[config.mk]
export PLATFORM = sky130hd
export DESIGN_NAME = pst_ctrl
export DESIGN_NICKNAME = d
export VERILOG_FILES = /design/src/rtl/pst_pkg.sv /design/src/rtl/pst_ctrl.sv
export SDC_FILE = /design/constraint.sdc
export NUM_CORES = 1
export LEC_CHECK = 0
export ABC_AREA = 1
export BUFFER_PORTS_ARGS = -buffer_cell sky130_fd_sc_hd__buf_4
export CAP_MARGIN = 5
export CORE_AREA = 4 4 221 223
export DETAILED_ROUTE_END_ITERATION = 8
export DIE_AREA = 0 0 225 227
export SYNTH_ARGS = -nofsm -noshare
export SYNTH_HDL_FRONTEND = slang
export SYNTH_SLANG_ARGS = --single-unit
[constraint.sdc]
create_clock -name clk -period 14.5 [get_ports clk]
set_input_delay 2.9 -clock clk [delete_from_list [all_inputs] [get_ports clk]]
set_output_delay 2.9 -clock clk [all_outputs]
set_load 0.05 [all_outputs]
[src/rtl/pst_pkg.sv]
// shared types, codes and constants of the packed slot table
package pst_pkg;

  localparam int SLOT_COUNT_DEF = 1024;
  localparam logic [31:0] NULL_ENTITY = 32'hFFFF_FFFF;
  localparam logic [31:0] DUMMY_RESET = 32'h47C3_5000;
  localparam logic [31:0] ZERO_WORD = 32'h0000_0000;

  typedef enum logic [1:0] {
    OP_ALLOC  = 2'd0,
    OP_FREE   = 2'd1,
    OP_LOOKUP = 2'd2,
    OP_ASSIGN = 2'd3
  } op_t;

  typedef enum logic [1:0] {
    STATUS_OK   = 2'd0,
    STATUS_FULL = 2'd1,
    STATUS_MISS = 2'd2
  } status_t;

  typedef enum logic [2:0] {
    ST_CLEAR,
    ST_IDLE,
    ST_EXEC,
    ST_SCAN,
    ST_FREE_RD,
    ST_FREE_MOVE,
    ST_FREE_PARK,
    ST_DONE
  } state_t;

  typedef struct packed {
    logic [31:0] entity;
    logic [31:0] x;
    logic [31:0] z;
    logic [31:0] height;
    logic [31:0] rotation;
    logic [7:0]  faction;
  } record_t;

  localparam record_t RESET_RECORD = '{
    entity:   NULL_ENTITY,
    x:        DUMMY_RESET,
    z:        DUMMY_RESET,
    height:   ZERO_WORD,
    rotation: ZERO_WORD,
    faction:  8'h00
  };

endpackage

[src/rtl/pst_ctrl.sv]
// sequencer: clearing pass, entity scan, swap-remove and result register
module pst_ctrl #(
  parameter int SLOT_COUNT = pst_pkg::SLOT_COUNT_DEF,
  localparam int IW = (SLOT_COUNT > 1) ? $clog2(SLOT_COUNT) : 1,
  localparam int CW = $clog2(SLOT_COUNT + 1)
) (
  input  logic             clk,
  input  logic             rst,
  input  logic             in_valid,
  output logic             in_ready,
  input  logic [1:0]       op,
  input  logic [31:0]      entity_id,
  input  logic [11:0]      slot_index,
  input  logic [31:0]      pos_x,
  input  logic [31:0]      pos_z,
  input  logic [7:0]       faction_code,
  output logic             out_valid,
  input  logic             out_ready,
  output logic [1:0]       status,
  output logic [9:0]       result_slot,
  output logic             moved_valid,
  output logic [31:0]      moved_entity,
  output logic [10:0]      active_entries,
  input  logic             cfg_valid,
  output logic             cfg_ready,
  input  logic [31:0]      cfg_data,
  output logic             rd_en,
  output logic [IW-1:0]    rd_addr,
  input  pst_pkg::record_t rd_data,
  output logic             wr_en,
  output logic [IW-1:0]    wr_addr,
  output pst_pkg::record_t wr_data
);

  pst_pkg::state_t state, state_next;

  logic [IW-1:0]   clr_idx;
  logic [CW-1:0]   count;
  logic [CW-1:0]   scan_idx;
  logic            cmp_valid;
  logic [IW-1:0]   cmp_idx;
  logic [IW-1:0]   hit_idx;
  logic [IW-1:0]   last_idx;
  logic [31:0]     dummy;

  pst_pkg::op_t    req_op;
  logic [31:0]     req_ent;
  logic [11:0]     req_sidx;
  logic [31:0]     req_x;
  logic [31:0]     req_z;
  logic [7:0]      req_fac;

  pst_pkg::status_t res_status;
  logic [IW-1:0]   res_slot;
  logic            res_moved;
  logic [31:0]     res_ent;

  logic hit;
  logic scan_more;
  logic table_full;
  logic sidx_ok;
  logic out_free;

  assign hit        = cmp_valid && (rd_data.entity == req_ent);
  assign scan_more  = scan_idx < count;
  assign table_full = 32'(count) >= SLOT_COUNT;
  assign sidx_ok    = 32'(req_sidx) < SLOT_COUNT;
  assign out_free   = !out_valid || out_ready;
  assign cfg_ready  = 1'b1;

  // next state
  always_comb begin
    state_next = state;
    unique case (state)
      pst_pkg::ST_CLEAR: begin
        if (32'(clr_idx) == SLOT_COUNT - 1) state_next = pst_pkg::ST_IDLE;
      end
      pst_pkg::ST_IDLE: begin
        if (in_valid) state_next = pst_pkg::ST_EXEC;
      end
      pst_pkg::ST_EXEC: begin
        if (req_op == pst_pkg::OP_FREE || req_op == pst_pkg::OP_LOOKUP) begin
          state_next = pst_pkg::ST_SCAN;
        end else begin
          state_next = pst_pkg::ST_DONE;
        end
      end
      pst_pkg::ST_SCAN: begin
        if (hit) begin
          state_next = (req_op == pst_pkg::OP_FREE) ? pst_pkg::ST_FREE_RD
                                                    : pst_pkg::ST_DONE;
        end else if (!scan_more && !cmp_valid) begin
          state_next = pst_pkg::ST_DONE;
        end
      end
      pst_pkg::ST_FREE_RD:   state_next = pst_pkg::ST_FREE_MOVE;
      pst_pkg::ST_FREE_MOVE: state_next = pst_pkg::ST_FREE_PARK;
      pst_pkg::ST_FREE_PARK: state_next = pst_pkg::ST_DONE;
      pst_pkg::ST_DONE: begin
        if (out_free) state_next = pst_pkg::ST_IDLE;
      end
      default: state_next = pst_pkg::ST_CLEAR;
    endcase
  end

  // memory controls and handshake
  always_comb begin
    in_ready = 1'b0;
    rd_en    = 1'b0;
    rd_addr  = IW'(scan_idx);
    wr_en    = 1'b0;
    wr_addr  = clr_idx;
    wr_data  = pst_pkg::RESET_RECORD;
    unique case (state)
      pst_pkg::ST_CLEAR: begin
        wr_en = 1'b1;
      end
      pst_pkg::ST_IDLE: begin
        in_ready = 1'b1;
      end
      pst_pkg::ST_EXEC: begin
        wr_data = '{entity: req_ent, x: req_x, z: req_z, height: pst_pkg::ZERO_WORD,
                    rotation: pst_pkg::ZERO_WORD, faction: req_fac};
        if (req_op == pst_pkg::OP_ALLOC) begin
          wr_en   = !table_full;
          wr_addr = IW'(count);
        end else if (req_op == pst_pkg::OP_ASSIGN) begin
          wr_en   = sidx_ok;
          wr_addr = IW'(req_sidx);
        end
      end
      pst_pkg::ST_SCAN: begin
        rd_en = !hit && scan_more;
      end
      pst_pkg::ST_FREE_RD: begin
        rd_en   = 1'b1;
        rd_addr = last_idx;
      end
      pst_pkg::ST_FREE_MOVE: begin
        wr_en   = hit_idx != last_idx;
        wr_addr = hit_idx;
        wr_data = rd_data;
      end
      pst_pkg::ST_FREE_PARK: begin
        wr_en   = 1'b1;
        wr_addr = last_idx;
        wr_data = '{entity: pst_pkg::NULL_ENTITY, x: dummy, z: dummy,
                    height: rd_data.height, rotation: rd_data.rotation,
                    faction: rd_data.faction};
      end
      pst_pkg::ST_DONE: begin
      end
      default: begin
      end
    endcase
  end

  // control state
  always_ff @(posedge clk) begin
    if (rst) begin
      state     <= pst_pkg::ST_CLEAR;
      clr_idx   <= '0;
      count     <= '0;
      cmp_valid <= 1'b0;
      out_valid <= 1'b0;
      dummy     <= pst_pkg::DUMMY_RESET;
    end else begin
      state <= state_next;
      if (cfg_valid && cfg_ready) dummy <= cfg_data;
      if (state == pst_pkg::ST_DONE && out_free) begin
        out_valid <= 1'b1;
      end else if (out_valid && out_ready) begin
        out_valid <= 1'b0;
      end
      unique case (state)
        pst_pkg::ST_CLEAR: clr_idx <= clr_idx + 1'b1;
        pst_pkg::ST_EXEC: begin
          cmp_valid <= 1'b0;
          if (req_op == pst_pkg::OP_ALLOC && !table_full) begin
            count <= count + 1'b1;
          end else if (req_op == pst_pkg::OP_ASSIGN && sidx_ok &&
                       32'(req_sidx) >= 32'(count)) begin
            count <= CW'(req_sidx) + 1'b1;
          end
        end
        pst_pkg::ST_SCAN: begin
          if (hit) begin
            cmp_valid <= 1'b0;
          end else if (scan_more) begin
            cmp_valid <= 1'b1;
          end else begin
            cmp_valid <= 1'b0;
          end
        end
        pst_pkg::ST_FREE_PARK: count <= count - 1'b1;
        default: begin
        end
      endcase
    end
  end

  // request, scan and result payload
  always_ff @(posedge clk) begin
    unique case (state)
      pst_pkg::ST_IDLE: begin
        if (in_valid) begin
          req_op   <= pst_pkg::op_t'(op);
          req_ent  <= entity_id;
          req_sidx <= slot_index;
          req_x    <= pos_x;
          req_z    <= pos_z;
          req_fac  <= faction_code;
        end
      end
      pst_pkg::ST_EXEC: begin
        scan_idx  <= '0;
        res_moved <= 1'b0;
        if (req_op == pst_pkg::OP_ALLOC) begin
          res_status <= table_full ? pst_pkg::STATUS_FULL : pst_pkg::STATUS_OK;
          res_slot   <= table_full ? '0 : IW'(count);
          res_ent    <= table_full ? '0 : req_ent;
        end else begin
          res_status <= sidx_ok ? pst_pkg::STATUS_OK : pst_pkg::STATUS_FULL;
          res_slot   <= sidx_ok ? IW'(req_sidx) : '0;
          res_ent    <= sidx_ok ? req_ent : '0;
        end
      end
      pst_pkg::ST_SCAN: begin
        if (hit) begin
          hit_idx    <= cmp_idx;
          last_idx   <= IW'(count - 1'b1);
          res_status <= pst_pkg::STATUS_OK;
          res_slot   <= cmp_idx;
          res_moved  <= 1'b0;
          res_ent    <= req_ent;
        end else if (scan_more) begin
          cmp_idx  <= IW'(scan_idx);
          scan_idx <= scan_idx + 1'b1;
        end else if (!cmp_valid) begin
          res_status <= pst_pkg::STATUS_MISS;
          res_slot   <= '0;
          res_moved  <= 1'b0;
          res_ent    <= '0;
        end
      end
      pst_pkg::ST_FREE_MOVE: begin
        res_moved <= hit_idx != last_idx;
        res_ent   <= (hit_idx != last_idx) ? rd_data.entity : pst_pkg::NULL_ENTITY;
      end
      pst_pkg::ST_DONE: begin
        if (out_free) begin
          status         <= res_status;
          result_slot    <= 10'(res_slot);
          moved_valid    <= res_moved;
          moved_entity   <= res_ent;
          active_entries <= 11'(count);
        end
      end
      default: begin
      end
    endcase
  end

  a_count_bound: assert property (@(posedge clk) disable iff (rst)
    32'(count) <= SLOT_COUNT)
    else $error("entry count beyond table depth");

  a_scan_no_write: assert property (@(posedge clk) disable iff (rst)
    (state == pst_pkg::ST_SCAN) |-> !wr_en)
    else $error("memory write during entity scan");

  a_accept_leaves_idle: assert property (@(posedge clk) disable iff (rst)
    (in_valid && in_ready) |=> (state == pst_pkg::ST_EXEC))
    else $error("accepted request did not start execution");

  a_error_fields_zero: assert property (@(posedge clk) disable iff (rst)
    (out_valid && status != pst_pkg::STATUS_OK) |->
      (result_slot == '0 && !moved_valid && moved_entity == '0))
    else $error("error result carries slot or entity");

  a_free_shrinks: assert property (@(posedge clk) disable iff (rst)
    (state == pst_pkg::ST_FREE_PARK) |=> (count == $past(count) - 1'b1))
    else $error("free did not shrink the table");

endmodule

* Word-level counts from Yosys, hierarchy flattened
Cells that the tools add are included.
Cells by class: bitwise gates (word level) 1, reduce and logical (&&, ||, !) cells 31, order comparisons 4, muxes and demuxes 55, add/subtract/negate cells 5, equal/unequal tests 22
Operators with widths (count):
- case mux 168 bit (3 select lines) | 1
- two-way mux 32 bit | 7
- case mux 32 bit (3 select lines) | 1
- two-way mux 10 bit | 9
- two-way mux 11 bit | 4
- case mux 11 bit (2 select lines) | 2
- adder 11 x 1 -> 11 bit, second input constant | 3
- == test 32 bit | 1
- case mux 10 bit (3 select lines) | 1
- case mux 3 bit (8 select lines) | 1
- case mux 10 bit (2 select lines) | 1
- two-way mux 3 bit | 6
- two-way mux 1 bit | 13
- == test 3 bit, second input constant | 4
- >= comparator 12 x 11 -> 1 bit | 1
- < comparator 12 x 11 -> 1 bit, second input constant | 1
- inequality test 3 bit, second input constant | 4
- AND reduction 3 bit | 4
- >= comparator 11 bit, second input constant | 1
- < comparator 11 bit | 1
- subtractor 11 x 1 -> 11 bit, second input constant | 1
- adder 10 x 1 -> 10 bit, second input constant | 1
- == test 10 bit, second input constant | 1
- inequality test 10 bit | 1
- other kinds (20) | 48
Storage, ports and cells: bits in registers 318, input port bits 323, logic and storage cells 143, output and inout port bits 249

* Logic depth before layout (Yosys ltp)
depth after elaboration 6, depth in mapped cells 17, mapped depth without buffers 16

* Least setup slack after synthesis
Ideal clock, no wire load.
path kind in2reg, from input port in_valid, to register req_ent[0], enable pin, data arrival time 10871 ps, setup time 739 ps, data required time 13761 ps, setup slack 2889 ps, stages on the path 2, path buffers 0, cell sequence inv_1 > nor3_1
Between the ends: cells in the longest elaborated chain, start to end 1
Ends and longest elaborated chain:
- start: declaration | line pst_ctrl.sv:9 | input logic in_valid,
- AND reduction 2 bit (no line)
- end signal: assignment | line pst_ctrl.sv:208 | req_ent <= entity_id;
- end: declaration | line pst_ctrl.sv:47 | logic [31:0] req_ent;
No other way between the ends. A chain may end at the register's enable or synchronous reset.

==> flow_summary.json <==
{
  "path_class": "reg -> out",
  "clock_path_buffers": 3,
  "synth_commonest_cells": "368 x nand2_1, 260 x edfxtp_1, 188 x inv_1",
  "die_x_um": 225,
  "route.detailed.drc": 0,
  "synth_flop_cell": "edfxtp_1",
  "rsz0062_at_grt": "false",
  "max_cap_viol_count": 0,
  "antenna_found_initial": 13,
  "hold_class": "reg -> reg",
  "total_power_mw": 2.495,
  "grt_pass1_wl_um": 95990,
  "start_kind": "flip-flop",
  "clkPwrFrac_pct": 40.2,
  "final_nets": 2549,
  "synth_most_common_cell": "nand2_1",
  "synth_edf_count": 260,
  "gp_congestion": 0.9576,
  "dpl.hpwl_um": 53520,
  "slew_headroom_pct": 22.49,
  "status": "completed",
  "async_flop_share_pct": 0,
  "yosysSeqAreaShare_pct": 58.37,
  "ios": 572,
  "cts_tree": "yes",
  "finalHoldViolCount": 0,
  "via_per_inst": 5.124,
  "cp-end-kind": "output pin",
  "syn_area_per_cell_um2": 9.307,
  "p_leak_nw": 9.298,
  "vias": 14567,
  "synth_warnings": 0,
  "pwr-share-seq_pct": 42.1,
  "cts-hold-fix-buffers": 0,
  "insertion_delay_ns": 0.55,
  "final-setup-viol-count": 0,
  "grt_pass1_vias": 14191,
  "setup_tns_ns": 0,
  "grt-ovfl-total": 0,
  "combPwrFrac_pct": 17.6,
  "synth_cells": 1651,
  "timing.final.ws_setup_ns": 6.794,
  "die-area_um2": 51080,
  "whs_path_depth": 0,
  "port_buffers": 570,
  "grt_util_all_layers_pct": 25.46,
  "initial_core_util_pct": 33.01,
  "fin_worst_skew_ns": 0.01667,
  "cts_buffers": 38,
  "power.share.switching_pct": 28.46,
  "clock.fmax_ghz": 0.1298,
  "cp.arrival_ns": 4.81,
  "cp.required_ns": 11.60,
  "cp_max_fo": 40,
  "clk_pin_slew_ns": 0.06,
  "rows": 79,
  "fp.dieH_um": 227,
  "instances_no_fill": 2843,
  "core_area_um2": 46560,
  "period_share_pct": 53.15,
  "peakVddDrop_mv": 0.1091,
  "ctsResizeCount": 0,
  "synth.area.top_cells": "edfxtp_1 51%, nand2_1 9.0%, dfxtp_1 7.6%, inv_1 4.6%, o21ai_0 4.5%",
  "area_growth_pct": 40.23,
  "post_cts_buffers": 0,
  "wirelength_um": 68940,
  "power.density_nw_per_um2": 115.8,
  "ys_seq_elements": 318,
  "p_int_mw": 1.785,
  "tightest_slew_ns": 1.163,
  "dp_cells": 2765,
  "slew_viol_final": 0,
  "p_switching_mw": 0.7100,
  "synth_cell_types": 46,
  "first_pass_iters": 5,
  "pre_cts_ws_ns": 7.057,
  "clockRootBuffer": "clkbuf_16",
  "synth_area_leader_cell": "edfxtp_1",
  "synth_top_area_share_pct": 50.81,
  "clkSinkCount": 318,
  "grt_max_degree": 90,
  "syn-num-nets": 2002,
  "drive_above_1_share_pct": 30.49,
  "h-tree-depth": 2,
  "r2r_cells": 11,
  "finalWorstPathRequiredPeriod_ns": 7.706,
  "drt_iter0_markers": 1361,
  "synth_area_um2": 15370,
  "drtAntennaViolNets": 0,
  "routedWlPerCell_um": 24.25,
  "final_util_pct": 46.28
}
## worst max-delay path, stage by stage, from the launching register on
cell	delay, ns
dfxtp_1	0.83
inv_1	0.26
nor2_4	0.93
inv_2	0.42
nand2_2	0.37
nor2_2	0.15
inv_2	0.30
buf_4	0.50
o211ai_1	0.21
buf_4	0.24
## layer usage
metal / global-route usage, % / wire length, µm / vias up
li1: - / - / 6712
met1: 32.89 / 27590 / 6966
met2: 40.42 / 31760 / 764
met3: 8.240 / 6975 / 121
met4: 8.775 / 2456 / 4
met5: 1.935 / 159 / -
## through the flow
stage | hold WS, ns | instance area, µm²
floorplan | 0.4003 | 15370
global placement | 0.4009 | 20220
detailed placement | 0.4045 | 20220
CTS | 0.4160 | 21530
global route | 0.4213 | 21550
finish | 0.4159 | 21550
## final timing paths
path | endpoint | startpoint | slack, ns
setup / recovery | wr_data[158] | state[2] | 6.79
hold / removal | moved_entity[28] | res_ent[28] | 0.42
setup reg to reg | state[1] | state[2] | 10.27
hold reg to reg | moved_entity[28] | res_ent[28] | 0.42
## final cells by class
| cell class | count | area, µm² |
|---|---|---|
| fill | 4432 | 25010 |
| sequential | 318 | 8969 |
| tap | 607 | 759.5 |
| multi-input combinational | 1056 | 5346 |
| timing repair buffer | 586 | 4399 |
| inverter | 198 | 743.2 |
| clock buffer | 47 | 1057 |
| clock inverter | 22 | 251.5 |
| antenna | 9 | 22.52 |
## power by group through the flow
stage	Clock [mW]	Combinational [mW]	Sequential (mW)
6_report	1.00	0.440	1.05
5_1_grt	1.06	0.468	1.05
4_1_cts	1.03	0.442	1.05
3_5_place_dp	0	0.440	1.07
3_3_place_gp	0	0.438	1.07
2_1_floorplan	0	0.247	1.07
## cell usage in the layout, fill, tap and decap left out, drive strengths merged, types with 17 or more instances in the layout
cell type and instances:
xnor2 23, nand2 371, inv 196, nand3 101, dfxtp 58, a21oi 52
o21ai 149, nor2 186, clkbuf 47, ha 28, buf 586, clkinv 17
nand4 18, o2111ai 21, edfxtp 260
## logic make-up (layout without fill, tap and decap cells)
kind of cell	Yosys count	after routing	share of synthesized area, %
adders and majority gates	28	28	2.280
other	1	10	0.02440
AOI/OAI and AO/OA	290	290	11.39
and+or+nand+nor	700	700	18.82
DFF	318	318	58.37
buffers and inverters	277	853	7.011
xor gates and xnor gates	37	37	2.109
## flip-flops by register name, summed over array words and instances (netlist names), 8 cells and up
| name | flops |
|---|---|
| scan_idx | 11 |
| cmp_idx | 10 |
| req_z | 32 |
| req_fac | 8 |
| count | 11 |
| result_slot | 10 |
| active_entries | 11 |
| res_ent | 32 |
| req_ent | 32 |
| req_x | 32 |
| moved_entity | 32 |
| req_sidx | 12 |
| last_idx | 10 |
| clr_idx | 10 |
| res_slot | 10 |
| dummy | 32 |
| hit_idx | 10 |
Note: power is estimated with default switching activity, not from simulation.
